### src/rtl/rlepid_pkg.sv
// ----------------------------------------------------------------------------
// rlepid_pkg
// Shared constants and types of the run-length palette image decoder.
// ----------------------------------------------------------------------------
package rlepid_pkg;

  localparam int Lanes        = 4;
  localparam int LaneCountInt = (Lanes < 1) ? 1 : ((Lanes > 4) ? 4 : Lanes);
  localparam logic [2:0] LaneCnt = 3'(LaneCountInt);

  localparam logic [1:0] PhHeader  = 2'd0;
  localparam logic [1:0] PhRepeat  = 2'd1;
  localparam logic [1:0] PhLiteral = 2'd2;

  localparam logic [7:0] RepeatMax = 8'h80;
  localparam logic [7:0] CountMask = 8'h7f;

  localparam logic RegDecodeMode = 1'b0;
  localparam logic RegTotalBytes = 1'b1;

  typedef struct packed {
    logic accept;
    logic emit;
  } dp_cmd_t;

  typedef struct packed {
    logic slot_free;
    logic more;
    logic last_chunk;
  } dp_status_t;

endpackage

### src/rtl/rlepid_ctrl.sv
// ----------------------------------------------------------------------------
// rlepid_ctrl
// Sequencer: takes input beats and steps through the extra results of a run.
// ----------------------------------------------------------------------------
module rlepid_ctrl (
  input  logic                  clk_i,
  input  logic                  rst_ni,
  input  logic                  in_valid_i,
  output logic                  in_ready_o,
  input  rlepid_pkg::dp_status_t status_i,
  output rlepid_pkg::dp_cmd_t    cmd_o
);

  localparam logic StIdle = 1'b0;
  localparam logic StEmit = 1'b1;

  logic state_q, state_d;

  always_comb begin
    state_d    = state_q;
    in_ready_o = 1'b0;
    cmd_o      = '0;
    unique case (state_q)
      StIdle: begin
        in_ready_o   = status_i.slot_free;
        cmd_o.accept = in_valid_i && status_i.slot_free;
        if (cmd_o.accept && status_i.more) begin
          state_d = StEmit;
        end
      end
      StEmit: begin
        cmd_o.emit = status_i.slot_free;
        if (cmd_o.emit && status_i.last_chunk) begin
          state_d = StIdle;
        end
      end
      default: state_d = StIdle;
    endcase
  end

  always_ff @(posedge clk_i or negedge rst_ni) begin
    if (!rst_ni) begin
      state_q <= StIdle;
    end else begin
      state_q <= state_d;
    end
  end

endmodule

### src/rtl/rlepid_datapath.sv
// ----------------------------------------------------------------------------
// rlepid_datapath
// Decoder state, configuration registers, run counter and output register.
// ----------------------------------------------------------------------------
module rlepid_datapath (
  input  logic                  clk_i,
  input  logic                  rst_ni,
  input  logic                  cfg_we_i,
  input  logic                  cfg_idx_i,
  input  logic [23:0]           cfg_data_i,
  input  logic [7:0]            in_byte_i,
  input  logic                  in_start_i,
  input  rlepid_pkg::dp_cmd_t    cmd_i,
  output rlepid_pkg::dp_status_t status_o,
  output logic                  out_valid_o,
  input  logic                  out_ready_i,
  output logic [31:0]           out_data_o,
  output logic [2:0]            out_count_o,
  output logic                  out_last_o,
  output logic                  out_done_o
);

  logic        mode_q;
  logic [23:0] total_q;
  logic [1:0]  phase_q, phase_n;
  logic [7:0]  run_left_q, run_left_n;
  logic [23:0] bw_q, bw_base;
  logic [7:0]  rep_left_q;
  logic [7:0]  rep_byte_q;

  logic        out_valid_q;
  logic [31:0] out_data_q;
  logic [2:0]  out_cnt_q;
  logic        out_last_q, out_done_q;

  logic [24:0] diff_acc;
  logic [23:0] rem;
  logic        complete;
  logic [1:0]  ph_eff;
  logic [7:0]  rl_eff;
  logic [7:0]  n_acc;
  logic [2:0]  k_acc, k_em;
  logic        more_acc, done_acc, done_em, last_em;
  logic [23:0] diff_em;

  function automatic logic [31:0] pack_bytes(input logic [7:0] b, input logic [2:0] cnt);
    logic [31:0] d;
    d = '0;
    for (int i = 0; i < 4; i++) begin
      if (3'(i) < cnt) d[8*i +: 8] = b;
    end
    return d;
  endfunction

  always_comb begin
    bw_base  = in_start_i ? '0 : bw_q;
    ph_eff   = in_start_i ? rlepid_pkg::PhHeader : phase_q;
    rl_eff   = in_start_i ? '0 : run_left_q;
    diff_acc = {1'b0, total_q} - {1'b0, bw_base};
    rem      = diff_acc[23:0];
    complete = diff_acc[24] || (rem == '0);

    phase_n    = ph_eff;
    run_left_n = rl_eff;
    n_acc      = '0;
    if (!complete) begin
      if (!mode_q) begin
        n_acc = 8'd1;
      end else begin
        unique case (ph_eff)
          rlepid_pkg::PhRepeat: begin
            n_acc      = (rem < {16'b0, rl_eff}) ? rem[7:0] : rl_eff;
            phase_n    = rlepid_pkg::PhHeader;
            run_left_n = '0;
          end
          rlepid_pkg::PhLiteral: begin
            run_left_n = rl_eff - 8'd1;
            if (run_left_n == '0) phase_n = rlepid_pkg::PhHeader;
            n_acc = 8'd1;
          end
          default: begin
            if (in_byte_i <= rlepid_pkg::RepeatMax) begin
              run_left_n = in_byte_i;
              phase_n    = rlepid_pkg::PhRepeat;
            end else begin
              run_left_n = in_byte_i & rlepid_pkg::CountMask;
              phase_n    = rlepid_pkg::PhLiteral;
            end
          end
        endcase
      end
    end

    more_acc = n_acc > {5'b0, rlepid_pkg::LaneCnt};
    k_acc    = more_acc ? rlepid_pkg::LaneCnt : n_acc[2:0];
    done_acc = ({21'b0, k_acc} == rem);

    last_em  = !(rep_left_q > {5'b0, rlepid_pkg::LaneCnt});
    k_em     = last_em ? rep_left_q[2:0] : rlepid_pkg::LaneCnt;
    diff_em  = total_q - bw_q;
    done_em  = ({21'b0, k_em} == diff_em);
  end

  assign status_o.slot_free  = !out_valid_q || out_ready_i;
  assign status_o.more       = more_acc;
  assign status_o.last_chunk = last_em;

  always_ff @(posedge clk_i or negedge rst_ni) begin
    if (!rst_ni) begin
      mode_q      <= 1'b1;
      total_q     <= '0;
      phase_q     <= rlepid_pkg::PhHeader;
      run_left_q  <= '0;
      bw_q        <= '0;
      rep_left_q  <= '0;
      out_valid_q <= 1'b0;
    end else begin
      if (cfg_we_i) begin
        case (cfg_idx_i)
          rlepid_pkg::RegDecodeMode: mode_q  <= cfg_data_i[0];
          rlepid_pkg::RegTotalBytes: total_q <= cfg_data_i;
          default: ;
        endcase
      end
      if (cmd_i.accept) begin
        phase_q     <= phase_n;
        run_left_q  <= run_left_n;
        bw_q        <= bw_base + {21'b0, k_acc};
        rep_left_q  <= n_acc - {5'b0, k_acc};
        out_valid_q <= (n_acc != '0);
      end else if (cmd_i.emit) begin
        bw_q        <= bw_q + {21'b0, k_em};
        rep_left_q  <= rep_left_q - {5'b0, k_em};
        out_valid_q <= 1'b1;
      end else if (out_ready_i) begin
        out_valid_q <= 1'b0;
      end
    end
  end

  always_ff @(posedge clk_i) begin
    if (cmd_i.accept) begin
      rep_byte_q <= in_byte_i;
      if (n_acc != '0) begin
        out_data_q <= pack_bytes(in_byte_i, k_acc);
        out_cnt_q  <= k_acc;
        out_last_q <= !more_acc;
        out_done_q <= done_acc;
      end
    end else if (cmd_i.emit) begin
      out_data_q <= pack_bytes(rep_byte_q, k_em);
      out_cnt_q  <= k_em;
      out_last_q <= last_em;
      out_done_q <= done_em;
    end
  end

  assign out_valid_o = out_valid_q;
  assign out_data_o  = out_data_q;
  assign out_count_o = out_cnt_q;
  assign out_last_o  = out_last_q;
  assign out_done_o  = out_done_q;

endmodule

### src/rtl/rle_palette_image_decoder_unit.sv
// ----------------------------------------------------------------------------
// rle_palette_image_decoder_unit
// PackBits-style run-length decoder producing packed 4-bit pixel bytes.
//
//   port group  dir  beat contents
//   s_axis      in   tdata[7:0] encoded byte, tuser start of image
//   m_axis      out  tdata[31:0] bytes, [34:32] byte count, tlast, tuser done
//   cfg         in   idx 0 decode mode, idx 1 total bytes (write only)
//
// A header byte gives no result and literal and raw bytes give one each; the
// value byte of a repeat run of n bytes gives up to four bytes per result (none
// if n is zero or the image is done), one result at a time through the single
// output register, and input is held off while the run drains. A new input beat
// is taken while the previous result is being handed off; a result left waiting
// holds off the input. Reset is asynchronous active low; all decoder state and
// config return to their defaults (run-length mode, total zero).
// ----------------------------------------------------------------------------
module rle_palette_image_decoder_unit (
  input  logic        clk_i,
  input  logic        rst_ni,
  input  logic        cfg_we_i,
  input  logic        cfg_idx_i,
  input  logic [23:0] cfg_data_i,
  input  logic        s_axis_tvalid,
  output logic        s_axis_tready,
  input  logic [7:0]  s_axis_tdata,   // [7:0] in_byte
  input  logic        s_axis_tuser,   // [0] start_image
  output logic        m_axis_tvalid,
  input  logic        m_axis_tready,
  output logic [39:0] m_axis_tdata,   // [31:0] out_data, [34:32] out_count
  output logic        m_axis_tlast,
  output logic        m_axis_tuser    // [0] image_done
);

  rlepid_pkg::dp_cmd_t    cmd;
  rlepid_pkg::dp_status_t status;
  logic [31:0] out_data;
  logic [2:0]  out_count;

  rlepid_ctrl u_ctrl (
    .clk_i      (clk_i),
    .rst_ni     (rst_ni),
    .in_valid_i (s_axis_tvalid),
    .in_ready_o (s_axis_tready),
    .status_i   (status),
    .cmd_o      (cmd)
  );

  rlepid_datapath u_dp (
    .clk_i       (clk_i),
    .rst_ni      (rst_ni),
    .cfg_we_i    (cfg_we_i),
    .cfg_idx_i   (cfg_idx_i),
    .cfg_data_i  (cfg_data_i),
    .in_byte_i   (s_axis_tdata),
    .in_start_i  (s_axis_tuser),
    .cmd_i       (cmd),
    .status_o    (status),
    .out_valid_o (m_axis_tvalid),
    .out_ready_i (m_axis_tready),
    .out_data_o  (out_data),
    .out_count_o (out_count),
    .out_last_o  (m_axis_tlast),
    .out_done_o  (m_axis_tuser)
  );

  assign m_axis_tdata = {5'b0, out_count, out_data};

  a_cmd_excl: assert property (@(posedge clk_i) disable iff (!rst_ni)
    !(cmd.accept && cmd.emit))
    else $error("accept and emit in the same cycle");

  a_count_range: assert property (@(posedge clk_i) disable iff (!rst_ni)
    m_axis_tvalid |-> (out_count != 3'd0 && out_count <= rlepid_pkg::LaneCnt))
    else $error("byte count out of range");

  a_done_last: assert property (@(posedge clk_i) disable iff (!rst_ni)
    (m_axis_tvalid && m_axis_tuser) |-> m_axis_tlast)
    else $error("image done on a beat that is not the last of its run");

  a_no_take_in_run: assert property (@(posedge clk_i) disable iff (!rst_ni)
    cmd.emit |-> !s_axis_tready)
    else $error("input taken while a run drains");

endmodule
### config.mk
export PLATFORM = sky130hd
export DESIGN_NAME = rle_palette_image_decoder_unit
export DESIGN_NICKNAME = d
export VERILOG_FILES = /design/src/rtl/rlepid_pkg.sv /design/src/rtl/rlepid_ctrl.sv /design/src/rtl/rlepid_datapath.sv /design/src/rtl/rle_palette_image_decoder_unit.sv
export SDC_FILE = /design/constraint.sdc
export NUM_CORES = 1
export LEC_CHECK = 0
export BUFFER_PORTS_ARGS = -buffer_cell sky130_fd_sc_hd__buf_2
export CELL_PAD_IN_SITES_DETAIL_PLACEMENT = 1
export CELL_PAD_IN_SITES_GLOBAL_PLACEMENT = 1
export CORE_ASPECT_RATIO = 1.1
export CORE_MARGIN = 5
export CORE_UTILIZATION = 37
export CTS_CLUSTER_DIAMETER = 100
export DETAILED_ROUTE_END_ITERATION = 10
export GPL_ROUTABILITY_DRIVEN = 0
export PLACE_DENSITY_LB_ADDON = 0.1
export SLEW_MARGIN = 20
export SYNTH_ARGS = -nofsm -noshare
export SYNTH_HDL_FRONTEND = slang
export SYNTH_SLANG_ARGS = --single-unit
### constraint.sdc
create_clock -name clk_i -period 9.4 [get_ports clk_i]
set_clock_uncertainty 0.2 [all_clocks]
set_input_delay 0.94 -clock clk_i [delete_from_list [all_inputs] [get_ports clk_i]]
set_output_delay 0.94 -clock clk_i [all_outputs]
set_load 0.03 [all_outputs]
Yosys cells after proc, flatten, opt, wreduce, memory -nomap -nowiden
Cells that the tools add are included.

Bits in registers: 114. Latch bits: 0. Memory bits (writable): 0. ROM bits: 0. Input bits: 39. Output and inout bits: 44. Word-level logic and storage cells: 106. Memories kept: 0.

Add/sub/neg operators: 7. Multiply operators: 0. Divide/modulo/power cells: 0. Order comparisons: 12. Eq/ne operators: 5. Shift operators: 0. Muxes and demuxes: 51. Bitwise logic cells: 2. Reduce and logical (&&, ||, !) cells: 16.

Operators by type and width (number): 2-to-1 mux 8 bit (17); 2-to-1 mux 32 bit (3); 2-to-1 mux 24 bit (3); adder 24 x 3 -> 24 bit (2); equality test 3 x 24 -> 1 bit (2); one-hot mux 8 bit (2 select lines) (2); subtractor 24 x 24 -> 25 bit (1); logical NOT 24 bit (1); less-than comparator 24 x 8 -> 1 bit (1); subtractor 24 bit (1); > comparator 8 x 3 -> 1 bit, second input constant (2); subtractor 8 x 3 -> 8 bit (2); 2-to-1 mux 3 bit (5); 2-to-1 mux 1 bit (14); less-than comparator 1 x 3 -> 1 bit, first input constant (4); less-than comparator 2 x 3 -> 1 bit, first input constant (4); 2-to-1 mux 2 bit (5); less-or-equal comparator 8 bit, second input constant (1); logical NOT 8 bit (1); nonzero test 8 bit (1); subtractor 8 x 1 -> 8 bit, second input constant (1); AND reduction 2 bit (3); one-hot mux 2 bit (2 select lines) (1); logical AND 1 bit (3); 9 further kinds (13).

Logic depth before layout (Yosys ltp)
Depth after elaboration: 13. Depth in mapped cells: 36.

Modules after synthesis
A second synthesis with hierarchy kept.

Cell total of the unflattened synthesis: 1107. Area total of the unflattened synthesis: 9646.8 um^2.

Modules (own cells, without submodules): rlepid_datapath (times used 1, cells an instance 1095, area an instance 9536.6 um^2, sequential area each 3054.2 um^2); rlepid_ctrl (times used 1, cells an instance 6, area an instance 68.8 um^2, sequential area each 25.0 um^2); rle_palette_image_decoder_unit (times used 1, cells an instance 6, area an instance 41.3 um^2, sequential area each 0.0 um^2).

Worst setup path after synthesis
Ideal clock, no wire load.

Path type: input to register. Start: input s_axis_tuser. End: register u_dp.bw_q[23]. Library setup time: 0.160 ns. Arrival time: 7.706 ns. Setup slack: 1.334 ns. Stages on the path: 35. Buffers on the path: 7. Cell sequence: clkbuf_1 -> inv_1 -> clkbuf_1 -> clkbuf_1 -> buf_1 -> nand2_1 -> ha_1 -> buf_2 -> and3b_1 -> a32oi_1 -> o2111ai_1 -> or4b_1 -> or4_1 -> nor4b_2 -> nand3_2 -> o311a_4 -> and2_4 -> buf_6 -> and2_4 -> buf_6 -> nand2b_1 -> inv_1 -> ha_1 -> a21o_1 -> a21oi_1 -> or3_1 -> or3_1 -> nor3_1 -> nand2_1 -> nor3_1 -> nand3_1 -> nor2_1 -> a21boi_0 -> o21ai_0 -> a22oi_1.

Cells in the longest elaborated chain, start to end: 11. Elaborated cells on any way between the ends: 17.

RTL lines: start: declaration (line rle_palette_image_decoder_unit.sv:27) `input logic s_axis_tuser,`; 2-to-1 mux 24 bit (line rlepid_datapath.sv:56) `bw_base = in_start_i ? '0 : bw_q;`; subtractor 24 x 24 -> 25 bit (line rlepid_datapath.sv:59) `diff_acc = {1'b0, total_q} - {1'b0, bw_base};`; less-than comparator 24 x 8 -> 1 bit (line rlepid_datapath.sv:72) `n_acc = (rem < {16'b0, rl_eff}) ? rem[7:0] : rl_eff;`; 2-to-1 mux 8 bit (line rlepid_datapath.sv:72); one-hot mux 8 bit (2 select lines) (line rlepid_datapath.sv:70) `unique case (ph_eff)`; 2-to-1 mux 8 bit (line rlepid_datapath.sv:67) `if (!mode_q) begin`; 2-to-1 mux 8 bit (line rlepid_datapath.sv:66) `if (!complete) begin`; > comparator 8 x 3 -> 1 bit (line rlepid_datapath.sv:94) `more_acc = n_acc > {5'b0, rlepid_pkg::LaneCnt};`; 2-to-1 mux 3 bit (line rlepid_datapath.sv:95) `k_acc = more_acc ? rlepid_pkg::LaneCnt : n_acc[2:0];`; adder 24 x 3 -> 24 bit (*) (line rlepid_datapath.sv:128) `bw_q <= bw_base + {21'b0, k_acc};`; 2-to-1 mux 24 bit (*) (line rlepid_datapath.sv:125) `if (cmd_i.accept) begin`; end signal: assignment (line rlepid_datapath.sv:128); end signal: assignment (line rlepid_datapath.sv:132) `bw_q <= bw_q + {21'b0, k_em};`; end: declaration (line rlepid_datapath.sv:27) `logic [23:0] bw_q, bw_base;`.

Mark *: on every way between the ends. The rest lies on a longest branch, timed or not. A chain may end at the register's enable or synchronous reset.

Worst setup path after layout
Ends and elaborated chain as after synthesis.

==> flow_summary.toml <==
[critical_path]
crit_arrival_ps = 8030
critPathSlowestCell = "mux2i_1"
cp_max_fo = 13
worstSetupEndpointType = "flop"
rr_startpoint = "u_dp.bw_q[0]$_DFFE_PN0P_"
startpoint_type = "primary input"
path_class = "primary input to flop"
cp_slowest_stage_delay_ps = 510
crit_start = "s_axis_tuser"
required_ps = 9470

[yosys]
synth-edff-count = 45
ys_ff_latch = 114
synth_ff_type = "dfrtp_1"
synthCells = 1119
ys_seq_area_frac = 0.320
yosysTopAreaCellShare = 0.177
synth_area_leaders = "dfrtp_1, edfxtp_1, ha_1"
yosys_warnings = 0
syn_avg_cell_area_um2 = 8.61
yosysUniqueCellTypes = 92
ys_async_sr_fraction = 0.605
yosysTopAreaCell = "dfrtp_1"
syn_area_um2 = 9630

[global_routing]
first_global_vias = 9259
grt_pass1_wl_um = 52700
overflow = 0
antenna_found_initial = 0
grt_util_all_layers = 0.229
grt_max_degree = 70

[sta]
setup-tns-final_ps = 0
slew_headroom = 0.209
tightest_slew_ps = 1190
rsz0062_at_grt = "no"
fin_ws_ps = 1440
timing.hold.ws_ps = 287
slew_violations = 0
setup_viol = 0
hold_viol = 0
fmax_ghz = 0.126
min_period_ps = 7960
period_share = 0.847

[route]
vias = 9149
wl_per_cell_um = 21.5
dr.pass1.iters = 5
antenna_left = 0
post-route-drc-count = 0
first_iter_violations = 455
totalWireLength_um = 33300
vias_per_cell = 5.90

[clocking]
cts_hold_buf = 0
postCtsSetupBuffers = 0
clkLatencyLatePin_ps = 430
post_cts_resized = 0
cts_tree = "yes"
clk_pin_slew_worst_paths_ps = 60
cts_root_buf = "clkbuf_16"
htreeDepth = 4
clk_path_buf_depth = 2
numClockSinks = 114
cts_buffers = 17

[power_and_ir_drop]
p_leak_nw = 4.47
ir_worst_vdd_v = 0.000119
p_per_area_nw_per_um2 = 224

[floorplan]
die_h_um = 179
ios = 83
core_area_um2 = 25900
start_util = 0.372
die_w_um = 164
die_area_um2 = 29400
fp-row-count = 62

[finish]
layout-drive-gt1-share = 0.156
final_common_cell = "nand2_1"
fin_cells = 1550
syn2layout_area_growth_pct = 13.9
fin_area_um2 = 11000
final_cell_mix = "nand2_1, nor2_1, buf_2"
nNetsFinal = 1294

[placed_design]
pre_cts_ws_ps = 1100
port_buffers = 77
placed_cell_area_um2 = 10300
placed_cells = 1517
hpwl_um = 26100

[worst_hold_path]
hp-class = "flop to flop"
hold_start = "u_dp.phase_q[1]$_DFFE_PN0P_"

[run]
max_cap_violations = 0

[run_status]
status = "finished, final reports clean"
layout make-up:
cell class	instances	area [µm²]
fill	3132	14900
multi-input combinational	898	6110
sequential	114	3080
timing repair buffer	88	474
tap	352	440
clock buffer	17	425
inverter	65	244
clock inverter	15	195
antenna	1	2.50
worst max-delay path: cells and delay by family:
kind	cells	cell delay, ps
and+or+nand+nor	16	4020
buffers and inverters	4	810
AOI/OAI and AO/OA	6	990
adders and majority gates	2	740
muxes	1	510
flip-flops by register name (all words and copies together), names as in the netlist:
signal,count
u_dp.bw_q,24
u_dp.run_left_q,8
u_ctrl.state_q,1
u_dp.out_last_o,1
u_dp.phase_q,2
u_dp.out_data_o,32
u_dp.total_q,24
u_dp.out_done_o,1
u_dp.rep_byte_q,8
u_dp.out_count_o,3
u_dp.mode_q,1
u_dp.out_valid_o,1
u_dp.rep_left_q,8
cell families (layout without fill, tap and decap cells):
kind of cell	Yosys count	count (layout)	synth area share
xor gates and xnor gates	38	38	0.0345
buffers and inverters	112	185	0.0484
adders and majority gates	71	71	0.0953
AOI/OAI and AO/OA	350	350	0.251
other	2	8	0.000780
and+or+nand+nor	384	384	0.196
muxes	48	48	0.0544
DFF	114	114	0.320
worst paths after layout:
path,to,depth (start not counted),slack (ps)
worst max-delay path,u_dp.bw_q[23]$_DFFE_PN0P_,29,1440
worst min register to register,u_dp.phase_q[1]$_DFFE_PN0P_,2,290
worst min-delay path,u_dp.phase_q[1]$_DFFE_PN0P_,2,290
max in group asynchronous,u_dp.total_q[16]$_DFFE_PN0P_,1,8150
min in group asynchronous,u_dp.run_left_q[6]$_DFFE_PN0P_,1,350
worst max register to register,u_dp.bw_q[23]$_DFFE_PN0P_,27,1770
layer usage:
metal | vias to the layer above | share of wire | track usage
li1 | 4329 | - | -
met1 | 4561 | 0.42 | 0.274
met2 | 204 | 0.52 | 0.417
met3 | 55 | 0.033 | 0.0308
met4 | 0 | 0.033 | 0.0856
met5 | - | 0 | 0
power breakdown:
group,switching [W],internal [W]
Combinational,0.000685,0.000399
Clock,0.000277,0.000426
Sequential,0.0000768,0.000598
Total,0.00104,0.00142
through the flow:
| step | utilization | total power, W |
|---|---|---|
| 5_1_grt | 0.424 | 0.00263 |
| 2_1_floorplan | - | 0.00144 |
| 3_3_place_gp | 0.399 | 0.00175 |
| 6_report | 0.424 | 0.00246 |
| 3_5_place_dp | 0.399 | 0.00176 |
| 4_1_cts | 0.423 | 0.00247 |
synth_stat cells (all sizes together), types with 16 or more instances:
| master | n |
|---|---|
| nor2b | 16 |
| inv | 65 |
| a21oi | 75 |
| clkbuf | 27 |
| edfxtp | 45 |
| nor3 | 35 |
| nor2 | 84 |
| nand2 | 116 |
| o21ai | 80 |
| dfrtp | 68 |
| nand3 | 39 |
| ha | 67 |
| a21o | 17 |
| nand2b | 18 |
| a22o | 26 |
| xnor2 | 28 |
| mux2 | 35 |
| buf | 20 |
(Power assumes the default switching activity.)
